`config.mk`:
```
export PLATFORM = sky130hd
export DESIGN_NAME = delta_list_timer_queue
export DESIGN_NICKNAME = d
export VERILOG_FILES = /design/src/rtl/dltq_pkg.sv /design/src/rtl/dltq_datapath.sv /design/src/rtl/dltq_ctrl.sv /design/src/rtl/delta_list_timer_queue.sv
export SDC_FILE = /design/constraint.sdc
export NUM_CORES = 2
export LEC_CHECK = 0
export ABC_CLOCK_PERIOD_IN_PS = 11150
export BUFFER_PORTS_ARGS = -buffer_cell sky130_fd_sc_hd__buf_2
export CORE_ASPECT_RATIO = 0.9
export CORE_MARGIN = 3
export CORE_UTILIZATION = 45
export CTS_CLUSTER_DIAMETER = 50
export DETAILED_ROUTE_END_ITERATION = 8
export GPL_TIMING_DRIVEN = 0
export MAX_ROUTING_LAYER = met4
export PLACE_DENSITY_LB_ADDON = 0.05
export SYNTH_ARGS = -nofsm -noshare
export SYNTH_HDL_FRONTEND = slang
export SYNTH_SLANG_ARGS = --single-unit
```
`constraint.sdc`:
```
create_clock -name clk -period 11.15 [get_ports clk]
set_input_delay 1.115 -clock clk [delete_from_list [all_inputs] [get_ports clk]]
set_output_delay 1.115 -clock clk [all_outputs]
set_load 0.05 [all_outputs]
```
`src/rtl/dltq_pkg.sv`:
```
// package: shared types and constants of the delta list timer queue
package dltq_pkg;

  localparam int TableSlots = 16;
  localparam int Capacity   = TableSlots - 1;
  localparam int IdxW       = $clog2(TableSlots);

  typedef logic [IdxW-1:0] idx_t;

  typedef enum logic [1:0] {
    ACT_TICK     = 2'd0,
    ACT_SCHEDULE = 2'd1,
    ACT_CANCEL   = 2'd2,
    ACT_NONE     = 2'd3
  } action_t;

  typedef enum logic [2:0] {
    KIND_FIRED     = 3'd0,
    KIND_SCHEDULED = 3'd1,
    KIND_FULL      = 3'd2,
    KIND_CANCELLED = 3'd3,
    KIND_NOT_FOUND = 3'd4
  } kind_t;

  typedef enum logic [3:0] {
    ST_IDLE,
    ST_TICK_SCAN,
    ST_TICK_FIRE,
    ST_TICK_SHIFT,
    ST_SCHED_SCAN,
    ST_SCHED_SHIFT,
    ST_SCHED_PUT,
    ST_CAN_SCAN,
    ST_CAN_SHIFT,
    ST_REPORT
  } state_t;

  // controller to datapath
  typedef struct packed {
    logic  load;       // capture the input item
    logic  clr_ptr;    // pointer to zero
    logic  inc_ptr;    // pointer up by one
    logic  set_ptr_n;  // pointer to occupied count
    logic  dec_ptr;    // pointer down by one
    logic  mark_ins;   // remember pointer as the insert point
    logic  tick_dec;   // decrement delta at pointer
    logic  sched_sub;  // subtract delta at pointer from working delay
    logic  sched_fix;  // take working delay off delta at pointer
    logic  move_up;    // entry ptr-1 to ptr
    logic  put_new;    // write new entry at pointer
    logic  fold;       // fold delta at pointer into pointer+1
    logic  move_down;  // entry ptr+1 to ptr
    logic  drop_fired; // shift table down by fire count, one entry a cycle
    logic  count_inc;
    logic  count_dec;
    logic  count_set;  // occupied count minus fire count
    logic  inc_fire;
    logic  emit;
    kind_t emit_kind;
    logic  emit_last;
  } cmd_t;

  // datapath to controller
  typedef struct packed {
    action_t act;
    logic    empty;
    logic    full;
    logic    ptr_end;      // pointer reached occupied count
    logic    ptr_last;     // pointer is last live entry
    logic    delta_zero;   // delta at pointer is zero
    logic    next_zero;    // delta at pointer+1 is zero
    logic    delta_le;     // delta at pointer <= working delay
    logic    match;        // handler at pointer matches
    logic    fire_end;     // pointer+fire reached occupied count
    logic    ptr_is_zero;
    logic    ptr_at_ins;   // pointer is at the insert point
  } stat_t;

endpackage

```
`src/rtl/dltq_datapath.sv`:
```
// datapath: entry table, pointer, working registers and result registers
module dltq_datapath (
  input  logic                 clk,
  input  logic                 rst,
  input  logic [1:0]           action,
  input  logic [7:0]           handler_id,
  input  logic [31:0]          argument,
  input  logic [15:0]          delay,
  input  logic [15:0]          repeat_count,
  input  dltq_pkg::cmd_t       cmd,
  output dltq_pkg::stat_t      stat,
  output logic                 strobe,
  output logic [2:0]           kind,
  output logic [7:0]           fired_handler,
  output logic [31:0]          fired_argument,
  output logic [15:0]          repeats_left,
  output logic                 last
);

  localparam int Cap = dltq_pkg::Capacity;
  localparam int W   = dltq_pkg::IdxW;

  // entry table, register per slot
  logic [7:0]  slot_handler  [Cap];
  logic [15:0] slot_delta    [Cap];
  logic [31:0] slot_argument [Cap];
  logic [15:0] slot_repeats  [Cap];

  logic [W-1:0] occupied_count;
  logic [W-1:0] ptr;
  logic [W-1:0] ins;
  logic [W-1:0] fire;
  logic [1:0]   act;
  logic [7:0]   h;
  logic [31:0]  arg;
  logic [15:0]  t;
  logic [15:0]  rep;

  logic [W-1:0] ptr_p1, ptr_m1, src;
  logic [W:0]   fold_sum_idx;
  logic [16:0]  fold_sum;
  logic [15:0]  cur_delta;
  logic [15:0]  nxt_delta;
  logic         src_ok;

  assign ptr_p1    = ptr + W'(1);
  assign ptr_m1    = ptr - W'(1);
  assign src       = ptr + fire;
  assign cur_delta = (ptr < W'(Cap)) ? slot_delta[ptr[W-1:0]] : '0;
  assign src_ok    = src < W'(Cap);
  assign nxt_delta = (ptr_p1 < W'(Cap)) ? slot_delta[ptr_p1] : '0;
  assign fold_sum  = {1'b0, nxt_delta} + {1'b0, cur_delta};
  assign fold_sum_idx = {1'b0, ptr} + {1'b0, fire};

  // status to the controller
  always_comb begin
    stat.act         = dltq_pkg::action_t'(act);
    stat.empty       = occupied_count == '0;
    stat.full        = occupied_count >= W'(Cap);
    stat.ptr_end     = ptr >= occupied_count;
    stat.ptr_last    = ptr_p1 >= occupied_count;
    stat.delta_zero  = cur_delta == '0;
    stat.next_zero   = nxt_delta == '0;
    stat.delta_le    = cur_delta <= t;
    stat.match       = (ptr < W'(Cap)) ? (slot_handler[ptr] == h) : 1'b0;
    stat.fire_end    = fold_sum_idx >= {1'b0, occupied_count};
    stat.ptr_is_zero = ptr == '0;
    stat.ptr_at_ins  = ptr == ins;
  end

  // input capture, pointer and counters
  always_ff @(posedge clk) begin
    if (rst) begin
      occupied_count <= '0;
      ptr            <= '0;
      fire           <= '0;
    end else begin
      if (cmd.load) begin
        act  <= action;
        h    <= handler_id;
        arg  <= argument;
        t    <= delay;
        rep  <= repeat_count;
        fire <= '0;
      end
      if (cmd.clr_ptr)   ptr <= '0;
      if (cmd.inc_ptr)   ptr <= ptr_p1;
      if (cmd.dec_ptr)   ptr <= ptr_m1;
      if (cmd.set_ptr_n) ptr <= occupied_count;
      if (cmd.mark_ins)  ins <= ptr;
      if (cmd.inc_fire)  fire <= fire + W'(1);
      if (cmd.sched_sub) t <= t - cur_delta;
      if (cmd.count_inc) occupied_count <= occupied_count + W'(1);
      if (cmd.count_dec) occupied_count <= occupied_count - W'(1);
      if (cmd.count_set) occupied_count <= occupied_count - fire;
    end
  end

  // table updates, one entry per cycle
  always_ff @(posedge clk) begin
    if (cmd.tick_dec && ptr < W'(Cap))
      slot_delta[ptr] <= cur_delta - 16'd1;
    if (cmd.sched_fix && ptr < W'(Cap))
      slot_delta[ptr] <= cur_delta - t;
    if (cmd.move_up && ptr < W'(Cap) && ptr != '0) begin
      slot_handler[ptr]  <= slot_handler[ptr_m1];
      slot_delta[ptr]    <= slot_delta[ptr_m1];
      slot_argument[ptr] <= slot_argument[ptr_m1];
      slot_repeats[ptr]  <= slot_repeats[ptr_m1];
    end
    if (cmd.put_new && ptr < W'(Cap)) begin
      slot_handler[ptr]  <= h;
      slot_delta[ptr]    <= t;
      slot_argument[ptr] <= arg;
      slot_repeats[ptr]  <= rep;
    end
    if (cmd.fold && ptr_p1 < W'(Cap))
      slot_delta[ptr_p1] <= fold_sum[16] ? 16'hFFFF : fold_sum[15:0];
    if (cmd.move_down && ptr < W'(Cap) && ptr_p1 < W'(Cap)) begin
      slot_handler[ptr]  <= slot_handler[ptr_p1];
      slot_delta[ptr]    <= slot_delta[ptr_p1];
      slot_argument[ptr] <= slot_argument[ptr_p1];
      slot_repeats[ptr]  <= slot_repeats[ptr_p1];
    end
    if (cmd.drop_fired && ptr < W'(Cap) && src_ok) begin
      slot_handler[ptr]  <= slot_handler[src];
      slot_delta[ptr]    <= slot_delta[src];
      slot_argument[ptr] <= slot_argument[src];
      slot_repeats[ptr]  <= slot_repeats[src];
    end
  end

  // result register, one result per cycle
  always_ff @(posedge clk) begin
    if (rst) begin
      strobe <= 1'b0;
    end else begin
      strobe <= cmd.emit;
    end
    if (cmd.emit) begin
      kind <= cmd.emit_kind;
      last <= cmd.emit_last;
      case (cmd.emit_kind)
        dltq_pkg::KIND_FIRED: begin
          fired_handler  <= slot_handler[ptr];
          fired_argument <= slot_argument[ptr];
          repeats_left   <= (slot_repeats[ptr] == '0) ? '0 : slot_repeats[ptr] - 16'd1;
        end
        dltq_pkg::KIND_CANCELLED: begin
          fired_handler  <= h;
          fired_argument <= slot_argument[ptr];
          repeats_left   <= slot_repeats[ptr];
        end
        dltq_pkg::KIND_NOT_FOUND: begin
          fired_handler  <= h;
          fired_argument <= '0;
          repeats_left   <= '0;
        end
        default: begin
          fired_handler  <= h;
          fired_argument <= arg;
          repeats_left   <= rep;
        end
      endcase
    end
  end

  // occupancy never exceeds capacity
  a_cap: assert property (@(posedge clk) disable iff (rst)
    occupied_count <= W'(Cap)) else $error("occupancy above capacity");
  // a count increment only on an insert
  a_inc: assert property (@(posedge clk) disable iff (rst)
    cmd.count_inc |-> cmd.put_new) else $error("count up without insert");
  // result strobe follows an emit command
  a_emit: assert property (@(posedge clk) disable iff (rst)
    strobe |-> $past(cmd.emit)) else $error("strobe without emit");

endmodule

```
`src/rtl/dltq_ctrl.sv`:
```
// controller: state machine sequencing tick, schedule and cancel walks
module dltq_ctrl (
  input  logic                clk,
  input  logic                rst,
  input  logic                start,
  output logic                busy,
  input  dltq_pkg::stat_t     stat,
  output dltq_pkg::cmd_t      cmd
);

  dltq_pkg::state_t state, state_next;

  // state register
  always_ff @(posedge clk) begin
    if (rst) state <= dltq_pkg::ST_IDLE;
    else     state <= state_next;
  end

  // next state and commands
  always_comb begin
    state_next = state;
    cmd        = '0;
    cmd.emit_kind = dltq_pkg::KIND_FIRED;
    busy       = state != dltq_pkg::ST_IDLE;
    case (state)
      dltq_pkg::ST_IDLE: begin
        if (start) begin
          cmd.load    = 1'b1;
          cmd.clr_ptr = 1'b1;
          state_next  = dltq_pkg::ST_REPORT;
        end
      end
      // dispatch on the captured action
      dltq_pkg::ST_REPORT: begin
        case (stat.act)
          dltq_pkg::ACT_TICK:
            state_next = stat.empty ? dltq_pkg::ST_IDLE : dltq_pkg::ST_TICK_SCAN;
          dltq_pkg::ACT_SCHEDULE: begin
            if (stat.full) begin
              cmd.emit      = 1'b1;
              cmd.emit_kind = dltq_pkg::KIND_FULL;
              cmd.emit_last = 1'b1;
              state_next    = dltq_pkg::ST_IDLE;
            end else begin
              state_next = dltq_pkg::ST_SCHED_SCAN;
            end
          end
          dltq_pkg::ACT_CANCEL: state_next = dltq_pkg::ST_CAN_SCAN;
          default: state_next = dltq_pkg::ST_IDLE;
        endcase
      end
      // find first nonzero delta and decrement it
      dltq_pkg::ST_TICK_SCAN: begin
        if (stat.ptr_end) begin
          cmd.clr_ptr = 1'b1;
          state_next  = dltq_pkg::ST_TICK_FIRE;
        end else if (!stat.delta_zero) begin
          cmd.tick_dec = 1'b1;
          cmd.clr_ptr  = 1'b1;
          state_next   = dltq_pkg::ST_TICK_FIRE;
        end else begin
          cmd.inc_ptr = 1'b1;
        end
      end
      // emit leading zero-delta entries, last where the run of zeros ends
      dltq_pkg::ST_TICK_FIRE: begin
        if (!stat.ptr_end && stat.delta_zero) begin
          cmd.emit      = 1'b1;
          cmd.emit_kind = dltq_pkg::KIND_FIRED;
          cmd.emit_last = stat.ptr_last | !stat.next_zero;
          cmd.inc_ptr   = 1'b1;
          cmd.inc_fire  = 1'b1;
        end else if (stat.ptr_is_zero) begin
          state_next = dltq_pkg::ST_IDLE;
        end else begin
          cmd.clr_ptr = 1'b1;
          state_next  = dltq_pkg::ST_TICK_SHIFT;
        end
      end
      // move survivors down by the fire count
      dltq_pkg::ST_TICK_SHIFT: begin
        if (stat.fire_end) begin
          cmd.count_set = 1'b1;
          state_next    = dltq_pkg::ST_IDLE;
        end else begin
          cmd.drop_fired = 1'b1;
          cmd.inc_ptr    = 1'b1;
        end
      end
      // walk subtracting deltas
      dltq_pkg::ST_SCHED_SCAN: begin
        if (!stat.ptr_end && stat.delta_le) begin
          cmd.sched_sub = 1'b1;
          cmd.inc_ptr   = 1'b1;
        end else begin
          cmd.sched_fix = !stat.ptr_end;
          cmd.mark_ins  = 1'b1;
          cmd.set_ptr_n = 1'b1;
          state_next    = dltq_pkg::ST_SCHED_SHIFT;
        end
      end
      // open a gap from the top down to the insert point
      dltq_pkg::ST_SCHED_SHIFT: begin
        if (stat.ptr_at_ins) begin
          state_next = dltq_pkg::ST_SCHED_PUT;
        end else begin
          cmd.move_up = 1'b1;
          cmd.dec_ptr = 1'b1;
        end
      end
      // write the new entry and report it
      dltq_pkg::ST_SCHED_PUT: begin
        cmd.put_new   = 1'b1;
        cmd.count_inc = 1'b1;
        cmd.emit      = 1'b1;
        cmd.emit_kind = dltq_pkg::KIND_SCHEDULED;
        cmd.emit_last = 1'b1;
        state_next    = dltq_pkg::ST_IDLE;
      end
      // search for a matching handler
      dltq_pkg::ST_CAN_SCAN: begin
        if (stat.ptr_end) begin
          cmd.emit      = 1'b1;
          cmd.emit_kind = dltq_pkg::KIND_NOT_FOUND;
          cmd.emit_last = 1'b1;
          state_next    = dltq_pkg::ST_IDLE;
        end else if (stat.match) begin
          cmd.emit      = 1'b1;
          cmd.emit_kind = dltq_pkg::KIND_CANCELLED;
          cmd.emit_last = 1'b1;
          cmd.fold      = !stat.ptr_last;
          state_next    = dltq_pkg::ST_CAN_SHIFT;
        end else begin
          cmd.inc_ptr = 1'b1;
        end
      end
      // close the gap
      dltq_pkg::ST_CAN_SHIFT: begin
        if (stat.ptr_last) begin
          cmd.count_dec = 1'b1;
          state_next    = dltq_pkg::ST_IDLE;
        end else begin
          cmd.move_down = 1'b1;
          cmd.inc_ptr   = 1'b1;
        end
      end
      default: state_next = dltq_pkg::ST_IDLE;
    endcase
  end

  // no new item taken while busy
  a_busy: assert property (@(posedge clk) disable iff (rst)
    (state != dltq_pkg::ST_IDLE) |-> !cmd.load) else $error("load while busy");
  // insert and removal never in the same cycle
  a_excl: assert property (@(posedge clk) disable iff (rst)
    !(cmd.count_inc && cmd.count_dec)) else $error("count conflict");
  // fired results come only from the fire state
  a_fire: assert property (@(posedge clk) disable iff (rst)
    (cmd.emit && cmd.emit_kind == dltq_pkg::KIND_FIRED) |->
      (state == dltq_pkg::ST_TICK_FIRE)) else $error("stray fired result");

endmodule

```
`src/rtl/delta_list_timer_queue.sv`:
```
// top level: delta list timer queue, controller plus datapath
// An item is taken when start is high and busy is low; busy then stays high
// until every result of the item has left the output register. Results appear
// one per cycle while strobe is high and cannot be stalled by the receiver.
// One item is a walk over the table entries followed by passes that emit or
// shift entries, one entry per cycle. A tick on an empty table or an unused
// action is the shortest case and a tick that fires a full table is the
// longest. Results of a tick come back-to-back, one a cycle, with last
// marking the final one; a schedule or cancel gives one result.
module delta_list_timer_queue (
  input  logic        clk,
  input  logic        rst,
  input  logic        start,
  output logic        busy,
  input  logic [1:0]  action,
  input  logic [7:0]  handler_id,
  input  logic [31:0] argument,
  input  logic [15:0] delay,
  input  logic [15:0] repeat_count,
  output logic        strobe,
  output logic [2:0]  kind,
  output logic [7:0]  fired_handler,
  output logic [31:0] fired_argument,
  output logic [15:0] repeats_left,
  output logic        last
);

  dltq_pkg::cmd_t  cmd;
  dltq_pkg::stat_t stat;
  logic            ctrl_busy;
  logic            ctrl_start;

  // no item taken while the final result is still shown
  assign ctrl_start = start & ~strobe;

  dltq_ctrl u_ctrl (
    .clk  (clk),
    .rst  (rst),
    .start(ctrl_start),
    .busy (ctrl_busy),
    .stat (stat),
    .cmd  (cmd)
  );

  // busy covers the final result still in the output register
  assign busy = ctrl_busy | strobe;

  dltq_datapath u_dp (
    .clk           (clk),
    .rst           (rst),
    .action        (action),
    .handler_id    (handler_id),
    .argument      (argument),
    .delay         (delay),
    .repeat_count  (repeat_count),
    .cmd           (cmd),
    .stat          (stat),
    .strobe        (strobe),
    .kind          (kind),
    .fired_handler (fired_handler),
    .fired_argument(fired_argument),
    .repeats_left  (repeats_left),
    .last          (last)
  );

endmodule

```
==> impl_results.md <==
- Mapped cell area: 78900 sq um
- TritonCTS buffer count: 164
- Worst Path Required: between 10 and 15 ns
- Critical path class: reg -> reg
- Power share of the sequential group: just under 30%
- Lkg Pwr: 27.9 nW
- Gr usage total: 44.0%
- Via/cell ratio: roughly 7.7
- Slew @ Worst Pin: 1.70 ns
- Avg Inst Size Synth: approximately 15 sq um
- GRT Residual Overflow: 0
- Cell-internal power: 13.5 mW
- Final Worst Setup Slack: -0.0696 ns
- Final Max Tran Viols: 320
- Final hold slack: approximately 0.44 ns
- Max Clk Rate: 89.1 MHz
- DRT iter0 DRCs: ~13000
- I/O pin total: approximately 140
- Maximum clock insertion buffer count: 3
- PortBufs: 138
- Area delta synth->final: 13.9%
- Max-cap violation count: 34
- Critical path data arrival time: 11.72 ns
- Vias in the first global route: 58700
- VDD IR max: 0.166 mV
- Total Wirelength: ~390000 microns
- Routed len/inst: approximately 47 microns
- Hold Crit Class: in -> reg
- Share of layout cells above drive strength 1: 31.7%
- Final setup TNS: -5.43 ns
- Via Count: 63400
- Clk slew on worst S/H paths: about 0.060 ns
- Post-Layout Cell Count: 8262
- CTS Hold Bufs: 0
- Mapped Nets: 5581
- # setup viols final: 173
- Placed cell areas: 84100 sq um
- Synth Instances: 5424
- Core Area: 174000 sq um
- # DRC: 0
- Die Area: between 150000 and 200000 sq um
- Initial antenna violation count: 20
- Number of synthesized register bits: about 1200
- Outcome: complete, but fails checks
- CP max FO: 15
- # H-tree levels: 4
- Worst path slowest cell: a2111oi_0
- Placed Instances: 7926
- Sequential share of the synthesized area: a little under half
- Initial core utilization: approximately 45%
- Clk sinks: between 1000 and 1500
- Post-route antenna net violation count: 0
- Sw Ratio: 41.0%
- Most frequent CP cell: clkbuf_1
- Filler cells: 14500
- Crit. End Element: flip-flop
- Psw: about 9.4 mW
- Gate power share: 47.1%
- Die width: 447 microns
- Row cnt: 145
- Failing checks: max-capacitance violations, max-slew violations, negative setup slack
- CTS root buffer: clkbuf_16
- Clock Skew: a little over 0.06 ns
- Worst-Skew Late Latency: 0.85 ns
- Highest cell delay on the worst timing path: around 1.2 ns
- Dpl hpwl: 267000 microns
- Cell Pwr Density: 255 nW/um^2
- First-pass GRT wire length: a little over 500000 microns
- Cell breakdown of the critical path: ha_1 > clkbuf_1 > clkbuf_2 > buf_1 > buf_1 > inv_1 > ha_1 > nand2b_1 > a21o_1 > a21o_1 > a2111oi_0 > and4_1 > clkbuf_1 > clkbuf_2 > clkbuf_1 > clkbuf_1 > nand2_1 > o21ai_1
- Yosys cell types: 97
- Ys async rst share: 0%
- CP Launch Type: flip-flop
- Final nets: ~6000
- Final hold viol count: 0
- Clk pwr share: 23.9%
- Largest net degree at the start of global routing: 42
- RePlAce Congestion: around 1.0
- Post-route clock period utilization: 101%
- CTS tree: yes
- Final min period: 11.22 ns
- Die H: 403 microns
- Final instance area: roughly 90000 sq um
- Worst relative slew slack: -13.3%
- Primary FF master, synth: edfxtp_1
- Synth Warn #: 0
- EDFF count, synth: 1218
- Drt pass-1 iters: 8
==> cells in the mapped netlist, types with 74 or more instances <==
library cell	number	share of area, %
nor2_1	268	1.3
ha_1	75	1.2
nand2_1	544	2.6
clkbuf_1	291	1.4
mux2i_1	255	3.2
edfxtp_1	1218	46
mux2_2	105	1.5
buf_1	74	0.35
mux4_2	1016	29
a21oi_1	276	1.8
inv_1	77	0.37
o21ai_0	294	1.9
a211oi_1	145	1.4
==> cell type report <==
type / instances / area (sq um) / share of cell area (%)
Antenna cell: 34 / 85.1 / 0.0947
Multi-Input combinational cell: 3630 / 39700 / 44.2
Buffer: 472 / 2270 / 2.52
Sequential cell: 1239 / 37000 / 41.2
Tap cell: 2278 / 2850 / 3.17
Clock buffer: 184 / 4260 / 4.75
Clock inverter: 118 / 1320 / 1.47
Inverter: 80 / 303 / 0.337
Timing Repair Buffer: 227 / 2080 / 2.32
==> flip-flops by register name (all words and copies together), names as in the netlist, 4 cells and up, named ones only <==
signal               count
u_dp.rep                16
u_dp.fired_argument     32
u_dp.ptr                 4
u_dp.slot_handler      120
u_dp.t                  16
u_dp.occupied_count      4
u_dp.slot_repeats      240
u_dp.slot_delta        240
u_dp.repeats_left       16
u_ctrl.state             4
u_dp.arg                32
u_dp.fired_handler       8
u_dp.h                   8
u_dp.slot_argument     480
u_dp.ins                 4
u_dp.fire                4
==> metal layers <==
metal  share of wire (%)  global-route usage (%)  vias to the layer above  wire (microns)
li1                    -                       -                    23100               -
met4                 6.6                    23.0                        0           25700
met1                  35                    56.0                    32400          138000
met2                  41                    57.6                     6603          159000
met3                  18                    21.4                     1307           68600
met5                   0                       -                        -               0
==> through the flow <==
| stage | worst slack [ns] | power (mW) | utilization, % |
|---|---|---|---|
| after floorplan | 2.72 | 13.0 | - |
| after global placement | -10.05 | 16.8 | 47.4 |
| after detailed placement | -1.60 | 17.0 | 48.3 |
| final | -0.0696 | 22.9 | 51.6 |
| after global routing | -0.00261 | 23.4 | 51.6 |
| after CTS | 0.0234 | 22.4 | 51.5 |
==> layout by cell type (no fill, tap or decap), types with 20 or more instances in the layout <==
master | synthesis | final
o21ai_1 | 1 | 53
a211oi_1 | 145 | 140
clkbuf_1 | 291 | 256
xor2_1 | 31 | 29
xnor2_1 | 44 | 42
dfxtp_1 | 21 | 21
buf_6 | 21 | 55
clkbuf_16 | 0 | 168
nor2b_1 | 35 | 32
buf_16 | 0 | 20
and2_1 | 69 | 57
o21ai_0 | 294 | 242
mux2i_1 | 255 | 255
clkinv_1 | 2 | 27
edfxtp_1 | 1218 | 1218
clkbuf_2 | 1 | 60
o211ai_1 | 26 | 26
nand2_1 | 544 | 544
nor3_1 | 35 | 31
mux4_2 | 1016 | 1016
nand2b_1 | 31 | 30
diode_2 | 0 | 34
buf_2 | 69 | 233
mux2_2 | 105 | 105
a21oi_1 | 276 | 273
inv_1 | 77 | 77
nand3_1 | 32 | 32
nor2_1 | 268 | 261
buf_1 | 74 | 41
o22ai_1 | 40 | 40
ha_1 | 75 | 75
a31oi_1 | 54 | 53
==> worst paths after layout <==
| path | from | endpoint | slack [ns] | depth (start not counted) |
|---|---|---|---|---|
| setup / recovery | u_dp.fire[0] | u_dp.slot_argument[9][30] | -0.07 | 18 |
| hold / removal | argument[21] | u_dp.arg[21] | 0.44 | 1 |
| setup reg to reg | u_dp.fire[0] | u_dp.slot_argument[9][30] | -0.07 | 18 |
| hold reg to reg | u_dp.ptr[3] | u_dp.ins[3] | 0.55 | 0 |
==> cell families (layout without fill, tap and decap cells) <==
group | Yosys count | in the layout | share of synthesized area [%]
xor gates and xnor gates | 75 | 75 | 0.832
AOI/OAI and AO/OA | 979 | 979 | 7.52
muxes | 1386 | 1386 | 34.1
and+or+nand+nor | 1110 | 1110 | 6.25
buffers and inverters | 555 | 1081 | 3.13
adders and majority gates | 80 | 80 | 1.32
DFF | 1239 | 1239 | 46.9
other | 0 | 34 | 0
==> power groups by stage <==
stage	clock network, mW	logic [mW]	registers [mW]
finish	5.47	10.8	6.67
global route	5.67	11.0	6.68
CTS	5.46	10.3	6.67
detailed placement	0	10.3	6.77
global placement	0	10.0	6.83
floorplan	0	6.27	6.69
==> critical path, delay by kind of cell (launching register included) <==
kind / cells / cell delay [ns]
AO/OA/AOI/OAI: 4 / 2.09
adder cells (fa/ha/maj): 2 / 0.65
buffers and inverters: 9 / 7.10
flip-flops: 1 / 0.38
AND/OR/NAND/NOR: 3 / 0.58
==> timing repair <==
item                                    CTS  global route
gates resized for setup                   5            16
endpoints found under the hold margin     0             0
setup buffers                             0             0
endpoints found under the setup margin  571           455
Power figures use the tool's default switching activity.
